`src/rtl/polled_temperature_threshold_switch_unit_defines.svh`:
```
// ----------------------------------------------------------------------------
// Assertion macros for the polled temperature threshold switch
// Concurrent property wrappers clocked on clk_i, disabled during reset.
// ----------------------------------------------------------------------------
`ifndef POLLED_TEMPERATURE_THRESHOLD_SWITCH_UNIT_DEFINES_SVH
`define POLLED_TEMPERATURE_THRESHOLD_SWITCH_UNIT_DEFINES_SVH

// same-cycle implication
`define PTTS_ASSERT_IMPL(lbl, ante, cons) \
  lbl: assert property (@(posedge clk_i) disable iff (!rst_ni) (ante) |-> (cons)) \
    else $error("ptts: implication check failed");

// next-cycle implication
`define PTTS_ASSERT_NEXT(lbl, ante, cons) \
  lbl: assert property (@(posedge clk_i) disable iff (!rst_ni) (ante) |=> (cons)) \
    else $error("ptts: next-cycle check failed");

`endif

```
`src/rtl/ptts_pkg.sv`:
```
// ----------------------------------------------------------------------------
// ptts_pkg
// Constants and codes for the polled temperature threshold switch.
// ----------------------------------------------------------------------------
package ptts_pkg;

  localparam int unsigned CfgIdxW  = 3;
  localparam int unsigned CfgDataW = 16;
  localparam int unsigned TempW    = 16;
  localparam int unsigned ThrW     = 15;
  localparam int unsigned PeriodW  = 16;

  // register indexes
  localparam logic [CfgIdxW-1:0] REG_THRESHOLD = 3'd0;
  localparam logic [CfgIdxW-1:0] REG_HEATUP    = 3'd1;
  localparam logic [CfgIdxW-1:0] REG_COOLDOWN  = 3'd2;
  localparam logic [CfgIdxW-1:0] REG_TRIGGER   = 3'd3;
  localparam logic [CfgIdxW-1:0] REG_INVERT    = 3'd4;
  localparam logic [CfgIdxW-1:0] REG_ARM_REQ   = 3'd5;

  // level states
  localparam logic [1:0] LVL_UNKNOWN = 2'd0;
  localparam logic [1:0] LVL_LOW     = 2'd1;
  localparam logic [1:0] LVL_HIGH    = 2'd2;

  // trigger kinds
  localparam logic [1:0] TRIG_LEVEL   = 2'd0;
  localparam logic [1:0] TRIG_RISING  = 2'd1;
  localparam logic [1:0] TRIG_FALLING = 2'd2;

  // item modes
  localparam logic MODE_TICK = 1'b0;
  localparam logic MODE_ARM  = 1'b1;

  // reset values
  localparam logic [ThrW-1:0]    THRESHOLD_RST = 15'd800;
  localparam logic [PeriodW-1:0] HEATUP_RST    = 16'd15;
  localparam logic [PeriodW-1:0] COOLDOWN_RST  = 16'd60;
  localparam logic [PeriodW-1:0] SECONDS_MAX   = 16'hFFFF;

endpackage

```
`src/rtl/polled_temperature_threshold_switch_unit.sv`:
```
// ----------------------------------------------------------------------------
// polled_temperature_threshold_switch_unit
// Threshold switch driven by one-second ticks and arm commands.
// ----------------------------------------------------------------------------
// Each transfer on the input channel is either a one-second tick carrying the
// hottest temperature and the present switch level, or an arm command; each
// gives exactly one result transfer. An item is held in an input register,
// evaluated by a single compare-and-update stage against the seconds counter,
// level state and arm flag, and then lands in the result register; one item is
// taken every cycle while the result side does not stall. The user must write
// the configuration registers through cfg_we_i/cfg_idx_i/cfg_data_i only while
// no item is in flight; the block itself does not enforce this.
// ----------------------------------------------------------------------------
`include "polled_temperature_threshold_switch_unit_defines.svh"

module polled_temperature_threshold_switch_unit (
  input  logic                                 clk_i,
  input  logic                                 rst_ni,
  // configuration
  input  logic                                 cfg_we_i,
  input  logic [ptts_pkg::CfgIdxW-1:0]         cfg_idx_i,
  input  logic [ptts_pkg::CfgDataW-1:0]        cfg_data_i,
  // input channel
  input  logic                                 in_valid_i,
  output logic                                 in_stall_o,
  input  logic                                 mode_i,
  input  logic signed [ptts_pkg::TempW-1:0]    temperature_i,
  input  logic                                 switch_now_i,
  input  logic                                 arm_on_i,
  // result channel
  output logic                                 out_valid_o,
  input  logic                                 out_stall_i,
  output logic                                 write_switch_o,
  output logic                                 switch_level_o,
  output logic                                 is_armed_o,
  output logic [1:0]                           level_state_o
);

  // configuration registers
  logic [ptts_pkg::ThrW-1:0]    thr_q;
  logic [ptts_pkg::PeriodW-1:0] heatup_q;
  logic [ptts_pkg::PeriodW-1:0] cooldown_q;
  logic [1:0]                   trig_q;
  logic                         invert_q;
  logic                         arm_req_q;

  always_ff @(posedge clk_i or negedge rst_ni) begin
    if (!rst_ni) begin
      thr_q      <= ptts_pkg::THRESHOLD_RST;
      heatup_q   <= ptts_pkg::HEATUP_RST;
      cooldown_q <= ptts_pkg::COOLDOWN_RST;
      trig_q     <= ptts_pkg::TRIG_LEVEL;
      invert_q   <= 1'b0;
      arm_req_q  <= 1'b0;
    end else if (cfg_we_i) begin
      unique case (cfg_idx_i)
        ptts_pkg::REG_THRESHOLD: thr_q      <= cfg_data_i[ptts_pkg::ThrW-1:0];
        ptts_pkg::REG_HEATUP:    heatup_q   <= cfg_data_i[ptts_pkg::PeriodW-1:0];
        ptts_pkg::REG_COOLDOWN:  cooldown_q <= cfg_data_i[ptts_pkg::PeriodW-1:0];
        ptts_pkg::REG_TRIGGER:   trig_q     <= cfg_data_i[1:0];
        ptts_pkg::REG_INVERT:    invert_q   <= cfg_data_i[0];
        ptts_pkg::REG_ARM_REQ:   arm_req_q  <= cfg_data_i[0];
        default: ;
      endcase
    end
  end

  // input register
  logic                             in_valid_q;
  logic                             mode_q;
  logic signed [ptts_pkg::TempW-1:0] temp_q;
  logic                             sw_now_q;
  logic                             arm_on_q;

  logic out_ready;
  logic s1_fire;
  logic in_fire;

  assign out_ready  = !out_valid_o || !out_stall_i;
  assign s1_fire    = in_valid_q && out_ready;
  assign in_stall_o = in_valid_q && !out_ready;
  assign in_fire    = in_valid_i && !in_stall_o;

  always_ff @(posedge clk_i or negedge rst_ni) begin
    if (!rst_ni) begin
      in_valid_q <= 1'b0;
    end else if (in_fire) begin
      in_valid_q <= 1'b1;
    end else if (s1_fire) begin
      in_valid_q <= 1'b0;
    end
  end

  always_ff @(posedge clk_i) begin
    if (in_fire) begin
      mode_q   <= mode_i;
      temp_q   <= temperature_i;
      sw_now_q <= switch_now_i;
      arm_on_q <= arm_on_i;
    end
  end

  // evaluation state
  logic [ptts_pkg::PeriodW-1:0] cnt_q, cnt_d;
  logic [1:0]                   level_q, level_d;
  logic                         use_cd_q, use_cd_d;
  logic                         armed_q, armed_d;

  logic [ptts_pkg::PeriodW-1:0] cnt_inc;
  logic [ptts_pkg::PeriodW-1:0] period;
  logic                         test;
  logic [ptts_pkg::ThrW-1:0]    temp_pos;
  logic [1:0]                   new_lvl;
  logic                         change;
  logic                         want;
  logic                         val;
  logic                         edge_trig;
  logic                         eff_armed;
  logic                         fire;
  logic                         out_val;

  always_comb begin
    cnt_inc   = (cnt_q == ptts_pkg::SECONDS_MAX) ? cnt_q : cnt_q + 1'b1;
    period    = use_cd_q ? cooldown_q : heatup_q;
    test      = (mode_q == ptts_pkg::MODE_TICK) && (cnt_inc >= period);
    temp_pos  = temp_q[ptts_pkg::TempW-1] ? '0 : temp_q[ptts_pkg::ThrW-1:0];
    new_lvl   = (temp_pos >= thr_q) ? ptts_pkg::LVL_HIGH : ptts_pkg::LVL_LOW;
    change    = test && (new_lvl != level_q);
    eff_armed = !arm_req_q || armed_q;
    edge_trig = (trig_q == ptts_pkg::TRIG_RISING) || (trig_q == ptts_pkg::TRIG_FALLING);

    case (trig_q)
      ptts_pkg::TRIG_RISING: begin
        want = (level_q == ptts_pkg::LVL_LOW) && (new_lvl == ptts_pkg::LVL_HIGH);
        val  = 1'b1;
      end
      ptts_pkg::TRIG_FALLING: begin
        want = (level_q == ptts_pkg::LVL_HIGH) && (new_lvl == ptts_pkg::LVL_LOW);
        val  = 1'b0;
      end
      default: begin
        want = 1'b1;
        val  = (new_lvl == ptts_pkg::LVL_HIGH);
      end
    endcase

    fire    = change && want && eff_armed;
    out_val = val ^ invert_q;

    cnt_d    = cnt_q;
    level_d  = level_q;
    use_cd_d = use_cd_q;
    armed_d  = armed_q;
    if (mode_q == ptts_pkg::MODE_ARM) begin
      armed_d = arm_on_q;
    end else begin
      cnt_d = test ? '0 : cnt_inc;
      if (change) begin
        level_d  = new_lvl;
        use_cd_d = (new_lvl == ptts_pkg::LVL_HIGH);
      end
      if (fire && arm_req_q && edge_trig) begin
        armed_d = 1'b0;
      end
    end
  end

  always_ff @(posedge clk_i or negedge rst_ni) begin
    if (!rst_ni) begin
      cnt_q    <= ptts_pkg::SECONDS_MAX;
      level_q  <= ptts_pkg::LVL_UNKNOWN;
      use_cd_q <= 1'b0;
      armed_q  <= 1'b0;
    end else if (s1_fire) begin
      cnt_q    <= cnt_d;
      level_q  <= level_d;
      use_cd_q <= use_cd_d;
      armed_q  <= armed_d;
    end
  end

  // result register
  always_ff @(posedge clk_i or negedge rst_ni) begin
    if (!rst_ni) begin
      out_valid_o <= 1'b0;
    end else if (s1_fire) begin
      out_valid_o <= 1'b1;
    end else if (!out_stall_i) begin
      out_valid_o <= 1'b0;
    end
  end

  always_ff @(posedge clk_i) begin
    if (s1_fire) begin
      write_switch_o <= fire && (out_val != sw_now_q);
      switch_level_o <= fire && out_val;
      is_armed_o     <= !arm_req_q || armed_d;
      level_state_o  <= level_d;
    end
  end

  // checks
  `PTTS_ASSERT_NEXT(a_test_clears_count, s1_fire && test, cnt_q == '0)
  `PTTS_ASSERT_NEXT(a_arm_cmd_sets_flag, s1_fire && (mode_q == ptts_pkg::MODE_ARM),
                    armed_q == $past(arm_on_q))
  `PTTS_ASSERT_NEXT(a_one_shot_disarm, s1_fire && fire && arm_req_q && edge_trig,
                    !armed_q && !is_armed_o)
  `PTTS_ASSERT_IMPL(a_write_has_level, out_valid_o && write_switch_o,
                    level_state_o != ptts_pkg::LVL_UNKNOWN)

endmodule

```
`config.mk`:
```
export PLATFORM = sky130hd
export DESIGN_NAME = polled_temperature_threshold_switch_unit
export DESIGN_NICKNAME = d
export VERILOG_FILES = /design/src/rtl/ptts_pkg.sv /design/src/rtl/polled_temperature_threshold_switch_unit.sv
export VERILOG_INCLUDE_DIRS = /design/src /design/src/rtl
export SDC_FILE = /design/constraint.sdc
export NUM_CORES = 1
export LEC_CHECK = 0
export ABC_AREA = 1
export BUFFER_PORTS_ARGS = -buffer_cell sky130_fd_sc_hd__buf_2
export CELL_PAD_IN_SITES_DETAIL_PLACEMENT = 0
export CELL_PAD_IN_SITES_GLOBAL_PLACEMENT = 1
export CORE_MARGIN = 2
export CORE_UTILIZATION = 30
export DETAILED_ROUTE_END_ITERATION = 8
export PLACE_DENSITY_LB_ADDON = 0.25
export SLEW_MARGIN = 30
export SYNTH_ARGS = -nofsm -noshare
export SYNTH_HDL_FRONTEND = slang
export SYNTH_SLANG_ARGS = --single-unit
```
`constraint.sdc`:
```
create_clock -name clk_i -period 7.9 [get_ports clk_i]
set_clock_uncertainty 0.15 [all_clocks]
set_input_delay 0 -clock clk_i [delete_from_list [all_inputs] [get_ports clk_i]]
set_output_delay 0 -clock clk_i [all_outputs]
set_load 0.02 [all_outputs]
```
==> results.toml, run 1 <==
[global_route]
grt_pass1_wl_um = 19200
grt_use_total_pct = 13.3
overflow = 0
grt_max_degree = 74
grt_pass1_vias = 4084
antenna_found_initial = 0

[power]
p_leak_nw = 3.23
power.density_nw_per_um2 = 226
ir_worst_vdd_mv = 0.116

[synth]
synth_top_family_by_area = "simple AND/OR/NAND/NOR gates"
ys_seq_area_share_pct = 49.3
synth.avg_cell_area_um2 = 8.67
synth_xor_area_share_pct = 1.82
synthDistinctLibCells = 36
syn_nets = 681
ys_ff_latch = 97
synth-compound-area-share_pct = 10.3
yosys.area_share.simple_pct = 18.7
synth_edf_count = 24
synthCells = 604
ys_async_sr_fraction_pct = 75.3
synth-main-ff-cell = "dfrtp_1"
syn_area_um2 = 5240
yosysWarningCount = 0
synth_fa_ha_area_share_pct = 8.12
synthMuxAreaShare_pct = 2.87

[clock_network]
cts_tree = "built"
root_buffer = "clkbuf_16"
htreeDepth = 3
path_clk_slew_ps = 70
cts_resized = 0
numCtsBuffers = 9
clk_path_buf_depth = 2
clk_latency_ps = 350
cts_sinks = 97

[finish]
layout_commonest_cell = "nand2_1"
nFillCells = 1762
drive_gt1_share_pct = 17.8
mostFrequentLayoutCells = "122 x nand2_1, 106 x inv_1, 71 x o21ai_0"
multiInputGateArea_um2 = 2200
diodes = 0
syn2layout_area_growth_pct = 24.4
register_area_um2 = 2580
fin_nets = 776

[timing]
slew_headroom_pct = 37.9
setup_violations = 0
period_needed_ps = 3650
min_period_over_period_pct = 46.2
rsz0062_at_grt = "false"
fmax_ghz = 0.274
hold_slack_ps = 147
setup_tns_ps = 0
finalHoldViolCount = 0
worstMarginPinSlew_ps = 932
final_max_slew_viol_count = 0

[floorplan]
die_x_um = 136
fp.dieH_um = 136
start_util_pct = 30.5
rows = 48
ioPinCount = 50
design.die.area_um2 = 18500
core_area_um2 = 17200

[placed_design]
gp_congestion = 0.818
portBuffers = 49
dp_hpwl_um = 8050

[detailed_routing]
vias_per_cell = 4.44
drt_wl_total_um = 11400
vias = 4126
dr.pass1.iters = 4
drt_iter0_markers = 302
drc = 0
wl_per_cell_um = 12.2
ant_nets = 0

[setup_path]
critPathLaunchType = "flip-flop"
crit_family = "simple AND/OR/NAND/NOR gates"
cp.required_ps = 7850
end_kind = "flip-flop"
path_buf_inv = 4
critPathMaxStageDelay_ps = 560
cp.arrival_ps = 3590
critPathKind = "reg2reg"
path_max_fanout = 10
cpMaxStageDelayCell = "dfstp_2"
crit_chain = "ha_1, nand4_2, inv_2, nand3_2, nor2_2, nand2_2, nand3_1, nor3_1, xor2_1, inv_1, ha_1, a21oi_1, o21ai_0, a21oi_1, nand3_1, nand2_2, inv_2, o21ai_0, inv_1"

[outcome]
outcome = "finished, final reports clean"

[min_path]
hold_class = "in2async"

[flow_run]
drv_cap = 0
[routing by layer]
metal,part of all wire (%),routed length [µm],track usage [%],up-vias
met2,46,5280,21.0,87
met4,3.4,384,7.52,0
met5,0,0,0,-
met1,47,5340,17.3,1882
met3,3.2,361,2.31,29
li1,-,-,-,2128
[sequential cells by signal (all words and copies together) (netlist names)]
signal / flops
use_cd_q: 1
arm_req_q: 1
out_valid_o: 1
thr_q: 15
write_switch_o: 1
invert_q: 1
is_armed_o: 1
level_q: 2
cnt_q: 16
mode_q: 1
trig_q: 2
arm_on_q: 1
in_valid_q: 1
cooldown_q: 16
level_state_o: 2
sw_now_q: 1
switch_level_o: 1
armed_q: 1
temp_q: 16
heatup_q: 16
[cells in the mapped netlist, types with 3 or more instances]
| master | count | area [µm²] |
|---|---|---|
| inv_2 | 4 | 15.0 |
| nand4_1 | 4 | 25.0 |
| nor2_1 | 46 | 173 |
| nand3_1 | 22 | 110 |
| xor2_1 | 9 | 78.8 |
| edfxtp_1 | 24 | 721 |
| o21ai_0 | 71 | 355 |
| nand2_2 | 6 | 37.5 |
| nand3_2 | 3 | 30.0 |
| a21oi_1 | 12 | 60.1 |
| inv_1 | 106 | 398 |
| dfstp_2 | 27 | 709 |
| ha_1 | 34 | 425 |
| nor2_2 | 6 | 37.5 |
| clkbuf_1 | 13 | 48.8 |
| nor3_1 | 5 | 25.0 |
| o22ai_1 | 6 | 37.5 |
| dfrtp_1 | 46 | 1150 |
| mux2i_1 | 15 | 150 |
| nand2_1 | 123 | 462 |
[where the power goes]
group | total (mW) | internal [mW] | switching (mW)
clock network | 0.455 | 0.263 | 0.192
registers | 0.658 | 0.607 | 0.0517
logic | 0.359 | 0.151 | 0.208
[worst register-to-register path, stage by stage, from the launching register on]
cell	delay, ps
dfstp_2	560
ha_1	180
nand4_2	150
inv_2	110
nand3_2	90
nor2_2	100
nand2_2	80
nand3_1	100
nor3_1	70
xor2_1	190
inv_1	80
ha_1	330
a21oi_1	170
o21ai_0	130
a21oi_1	200
nand3_1	120
nand2_2	230
inv_2	70
o21ai_0	240
inv_1	70
[what timing repair did]
action,in CTS,in global routing
endpoints found under the hold margin,125,0
setup buffers,0,0
hold buffers,47,0
[cells by family after synthesis]
kind of cell,count (synthesis)
AOI/OAI and AO/OA,101
xor gates and xnor gates,10
adders and majority gates,34
buffers and inverters,124
DFF,97
muxes,15
and+or+nand+nor,223
[metrics by stage]
step	worst slack, ps	power (mW)	util (%)	instances	cell area [µm²]
after floorplan	4810	0.909	-	604	5240
after global placement	4530	0.997	33.3	866	5730
after detailed placement	4310	1.01	33.4	866	5730
after CTS	4270	1.49	37.9	929	6510
after global routing	3970	1.58	37.9	929	6510
final	4250	1.47	37.9	929	6510
[final cells by class]
| cell class | count | share of cell area, % |
|---|---|---|
| timing repair buffer | 98 | 11.3 |
| clock buffer | 12 | 3.94 |
| inverter | 110 | 6.34 |
| multi-input combinational | 383 | 33.7 |
| clock inverter | 4 | 0.768 |
| tap | 225 | 4.32 |
| sequential | 97 | 39.6 |
[path summary, 6_finish.rpt]
path,startpoint,end,slack (ps),cells after the start
min in group clk_i,temperature_i[6],temp_q[6],200,2
max reg2reg,cnt_q[0],level_state_o[0],4250,19
min reg2reg,cooldown_q[9],cooldown_q[9],330,2
max in group asynchronous,rst_ni,thr_q[14],6960,3
max,cnt_q[0],level_state_o[0],4250,19
min,rst_ni,out_valid_o,150,3
(Power assumes the default switching activity.)
==> run 2: changes to the inputs <==
Clock period 7.9 ns to 3.7 ns, I/O delays scaled along.
==> run 2 against run 1 <==
Net effect: die area unchanged; via count up 0.32%; worst setup slack worse by 4000 ps; largest power group unchanged.
==> results.toml, run 2 (synthesized netlist as in run 1, its figures left out) <==
[placed_design]
dp_hpwl_um = 8060
gp_congestion = 0.862
portBuffers = 49
dpl_cell_area_um2 = 5760

[setup_path]
path_max_fanout = 7
critPathKind = "reg2reg"
end_kind = "flip-flop"
critPathLaunchType = "flip-flop"
cp.required_ps = 3660
crit_start = "cnt_q[0]"
r2r-start = "cnt_q[0]"
cp.arrival_ps = 3390

[floorplan]
core_area_um2 = 17200
design.die.area_um2 = 18500
fp.dieH_um = 136
ioPinCount = 50
start_util_pct = 30.5
die_x_um = 136
rows = 48

[global_route]
antenna_found_initial = 0
overflow = 0
grt_max_degree = 42
grt_pass1_vias = 4025
grt_use_total_pct = 13.4
grt_pass1_wl_um = 19300

[power]
fin_total_pwr_mw = 3.21
p_leak_nw = 3.28
power.density_nw_per_um2 = 487
ir_worst_vdd_mv = 0.295

[detailed_routing]
wl_met3_um = 386
ant_nets = 0
dr.pass1.iters = 4
wl_per_cell_um = 12.5
vias_per_cell = 4.43
drt_wl_total_um = 11600
met1_length_um = 5590
drt_iter0_markers = 218
drc = 0
wl_met2_um = 5440
vias = 4139
maxUsedRoutingLayer = "met4"

[clock_network]
root_buffer = "clkbuf_16"
htreeDepth = 3
clk_latency_ps = 350
numCtsBuffers = 9
path_clk_slew_ps = 70
clk_path_buf_depth = 2
cts_tree = "built"
cts_sinks = 97

[timing]
min_period_over_period_pct = 92.6
period_needed_ps = 3430
slew_headroom_pct = 40.7
final_max_slew_viol_count = 0
worstMarginPinSlew_ps = 888
setup_tns_ps = 0
fmax_ghz = 0.292
finalHoldViolCount = 0
setup_violations = 0
rsz0062_at_grt = "false"

[finish]
nFillCells = 1736
mostFrequentLayoutCells = "122 x nand2_1, 106 x inv_1, 70 x o21ai_0"
final_cell_area_um2 = 6590
diodes = 0
utilization_pct = 38.4
fin_nets = 782
layout_commonest_cell = "nand2_1"
drive_gt1_share_pct = 18.6
syn2layout_area_growth_pct = 25.9

[min_path]
hold_class = "in2async"

[flow_run]
drv_cap = 0

[outcome]
outcome = "finished, final reports clean"
run 2: power by group:
| part | switching (mW) | internal, mW | leakage, nW |
|---|---|---|---|
| clock network | 0.421 | 0.607 | 0.160 |
| registers | 0.0930 | 1.30 | 1.09 |
| logic | 0.464 | 0.328 | 2.03 |
| total | 0.978 | 2.23 | 3.28 |
run 2: layout make-up:
| cell class | instances | area [µm²] | area share (%) |
|---|---|---|---|
| Clock buffer | 13 | 283 | 4.29 |
| Clock inverter | 3 | 43.8 | 0.664 |
| Inverter | 110 | 413 | 6.26 |
| Multi-Input combinational cell | 383 | 2210 | 33.5 |
| Sequential cell | 97 | 2580 | 39.1 |
| Tap cell | 225 | 282 | 4.27 |
| Timing Repair Buffer | 104 | 786 | 11.9 |
run 2: what timing repair did:
item / CTS / global route
endpoints found under the setup margin: 0 / 9
buffers inserted: 0 / 5
gates resized for setup: 0 / 3
hold endpoints to repair: 135 / 0
hold buffers: 46 / 0
run 2: metrics by stage:
step | hold WS (ps) | std cells | worst slack [ps]
detailed placement | -78.5 | 868 | 196
floorplan | -446 | 604 | 606
finish | 64.4 | 935 | 274
global placement | 26.7 | 867 | 314
global route | 124 | 935 | 11.7
CTS | 83.2 | 930 | 142
run 2: critical path, cell delays in order (launching register included):
cell     delay (ps)
dfstp_2         560
ha_1            180
nand4_2         140
inv_2           100
nand3_2          90
nor2_2          100
nand2_2          80
nand3_1         110
nor3_1           70
xor2_1          180
inv_1            70
ha_1            330
a21oi_1         130
o21ai_0         130
a21oi_1         220
nand3_1         150
nand2_4         160
inv_2            70
o21ai_2         130
inv_1            50
run 2: final timing paths:
path | end | slack, ps | depth (start not counted)
setup / recovery | level_state_o[0] | 270 | 19
hold / removal | out_valid_o | 60 | 3
setup reg to reg | level_state_o[0] | 270 | 19
hold reg to reg | cooldown_q[13] | 340 | 2
max in group asynchronous | thr_q[9] | 2690 | 4
min in group clk_i | temp_q[8] | 200 | 2
run 2: per-layer routing:
| metal | GRT usage, % | vias to the layer above |
|---|---|---|
| met5 | 0 | - |
| met4 | 5.56 | 0 |
| met3 | 2.68 | 17 |
| met2 | 21.7 | 77 |
| met1 | 17.4 | 1914 |
| li1 | - | 2131 |
==> run 3: changes to the inputs <==
Settings changed: CORE_UTILIZATION 30 to 49.
Clock period 3.7 ns to 4 ns, I/O delays scaled along.
==> run 3 against run 2 <==
Net effect: sequential power is 6% lower; routed wire length shrank 8.6%; hold slack better by 48 ps; sequential share of layout area increased by 2.0 points; final cell count shrank 10%; fmax is 0.89% lower; critical path type unchanged; largest power group unchanged; highest routed layer unchanged.
==> results.toml, run 3 (synthesized netlist as in run 1, its figures left out) <==
[outcome]
outcome = "finished, final reports clean"

[global_route]
grt_use_total_pct = 20.1
grt_max_degree = 40
overflow = 0
antenna_found_initial = 0
grt_pass1_vias = 4019
grt_pass1_wl_um = 18300

[floorplan]
rows = 37
core_area_um2 = 10400
design.die.area_um2 = 11500
ioPinCount = 50
start_util_pct = 50.5
fp.dieH_um = 107
die_x_um = 107

[timing]
fmax_ghz = 0.289
min_period_over_period_pct = 86.4
slew_headroom_pct = 38.1
setup_tns_ps = 0
final_max_slew_viol_count = 0
worstMarginPinSlew_ps = 928
rsz0062_at_grt = "false"
setup_violations = 0
fin_ws_ps = 543
period_needed_ps = 3460
finalHoldViolCount = 0

[power]
p_leak_nw = 3.17
power.density_nw_per_um2 = 414
fin_total_pwr_mw = 2.59
ir_worst_vdd_mv = 0.238

[placed_design]
dp_hpwl_um = 7320
gp_congestion = 0.856
portBuffers = 49
place_ws_ps = 556

[min_path]
hold_class = "in2async"

[finish]
register_area_um2 = 2580
mostFrequentLayoutCells = "122 x nand2_1, 106 x inv_1, 71 x o21ai_0"
layout_commonest_cell = "nand2_1"
multiInputGateArea_um2 = 2200
fin_nets = 775
drive_gt1_share_pct = 17.9
syn2layout_area_growth_pct = 19.8
diodes = 0
nFillCells = 916

[setup_path]
cp.required_ps = 3970
end_kind = "flip-flop"
critPathLaunchType = "flip-flop"
crit_chain = "ha_1, nand4_2, inv_2, nand3_2, nor2_2, nand2_2, nand3_1, nor3_1, xor2_1, inv_1, ha_1, a21oi_1, o21ai_0, a21oi_1, nand3_1, nand2_2, inv_2, o21ai_0, inv_1"
path_max_fanout = 10
cp.arrival_ps = 3420
cpMaxStageDelayCell = "dfstp_2"
critPathKind = "reg2reg"
critPathMaxStageDelay_ps = 570

[detailed_routing]
drt_wl_total_um = 10600
dr.pass1.iters = 6
wl_per_cell_um = 12.7
ant_nets = 0
drt_iter0_markers = 228
vias_per_cell = 4.86
drc = 0
vias = 4078

[clock_network]
clk_latency_ps = 370
numCtsBuffers = 9
htreeDepth = 3
cts_tree = "built"
clk_path_buf_depth = 2
path_clk_slew_ps = 100
postCtsSetupRepairBufs = 0
cts_sinks = 97
root_buffer = "clkbuf_8"

[flow_run]
drv_cap = 0
==> run 3: changes by cell type in the layout (fill, tap and decap cells not counted), sizes merged <==
| cell | delta |
|---|---|
| clkinvlp | +3 |
| bufinv | -1 |
| buf | -6 |
| dlygate4sd3 | -1 |
| clkbuf | -1 |
| clkinv | -1 |
==> run 3: final timing paths <==
kind | slack (ps) | cells after the start | startpoint | endpoint
setup / recovery | 540 | 19 | cnt_q[0] | level_state_o[0]
hold / removal | 110 | 2 | rst_ni | cnt_q[12]
setup reg to reg | 540 | 19 | cnt_q[0] | level_state_o[0]
hold reg to reg | 340 | 2 | cooldown_q[8] | cooldown_q[8]
max in group asynchronous | 3020 | 3 | rst_ni | thr_q[5]
min in group clk_i | 190 | 2 | temperature_i[3] | temp_q[3]
==> run 3: routing by layer <==
layer / vias up / track usage, % / part of all wire, %
met5: - / 0 / 0
li1: 2121 / - / -
met4: 0 / 5.49 / 0.91
met1: 1875 / 27.4 / 48
met2: 75 / 33.5 / 48
met3: 7 / 3.33 / 2.9
==> run 3: where the power goes <==
group | internal [mW] | leakage (nW) | switching (mW)
registers | 1.20 | 1.09 | 0.102
clock network | 0.260 | 0.0846 | 0.342
logic | 0.295 | 2.00 | 0.400
total | 1.75 | 3.17 | 0.844
==> run 3: through the flow <==
step	instances	hold WS (ps)	area (µm²)	util, %
CTS	838	146	6250	60.3
global route	839	149	6270	60.5
finish	839	113	6270	60.5
global placement	777	1.24	5610	54.1
floorplan	604	-446	5240	-
detailed placement	777	7.30	5620	54.2
==> run 3: repair_timing <==
item                                   4_1_cts  5_1_grt
hold buffers                                45        0
endpoints found under the hold margin       94        0
resized for setup                            0        0
==> run 3: layout make-up <==
type	count	area share (%)
Tap cell	136	2.71
Multi-Input combinational cell	383	35.0
Inverter	110	6.58
Clock inverter	4	0.439
Sequential cell	97	41.1
Timing Repair Buffer	97	11.6
Clock buffer	12	2.47
==> run 3: worst max-delay path, delay by kind of cell, from the launching register on <==
kind / cells / cell delay [ps]
buf+inv: 4 / 300
compound gates: 4 / 600
simple gates: 8 / 910
fa+ha+maj: 2 / 510
xor+xnor: 1 / 180
flops: 1 / 570
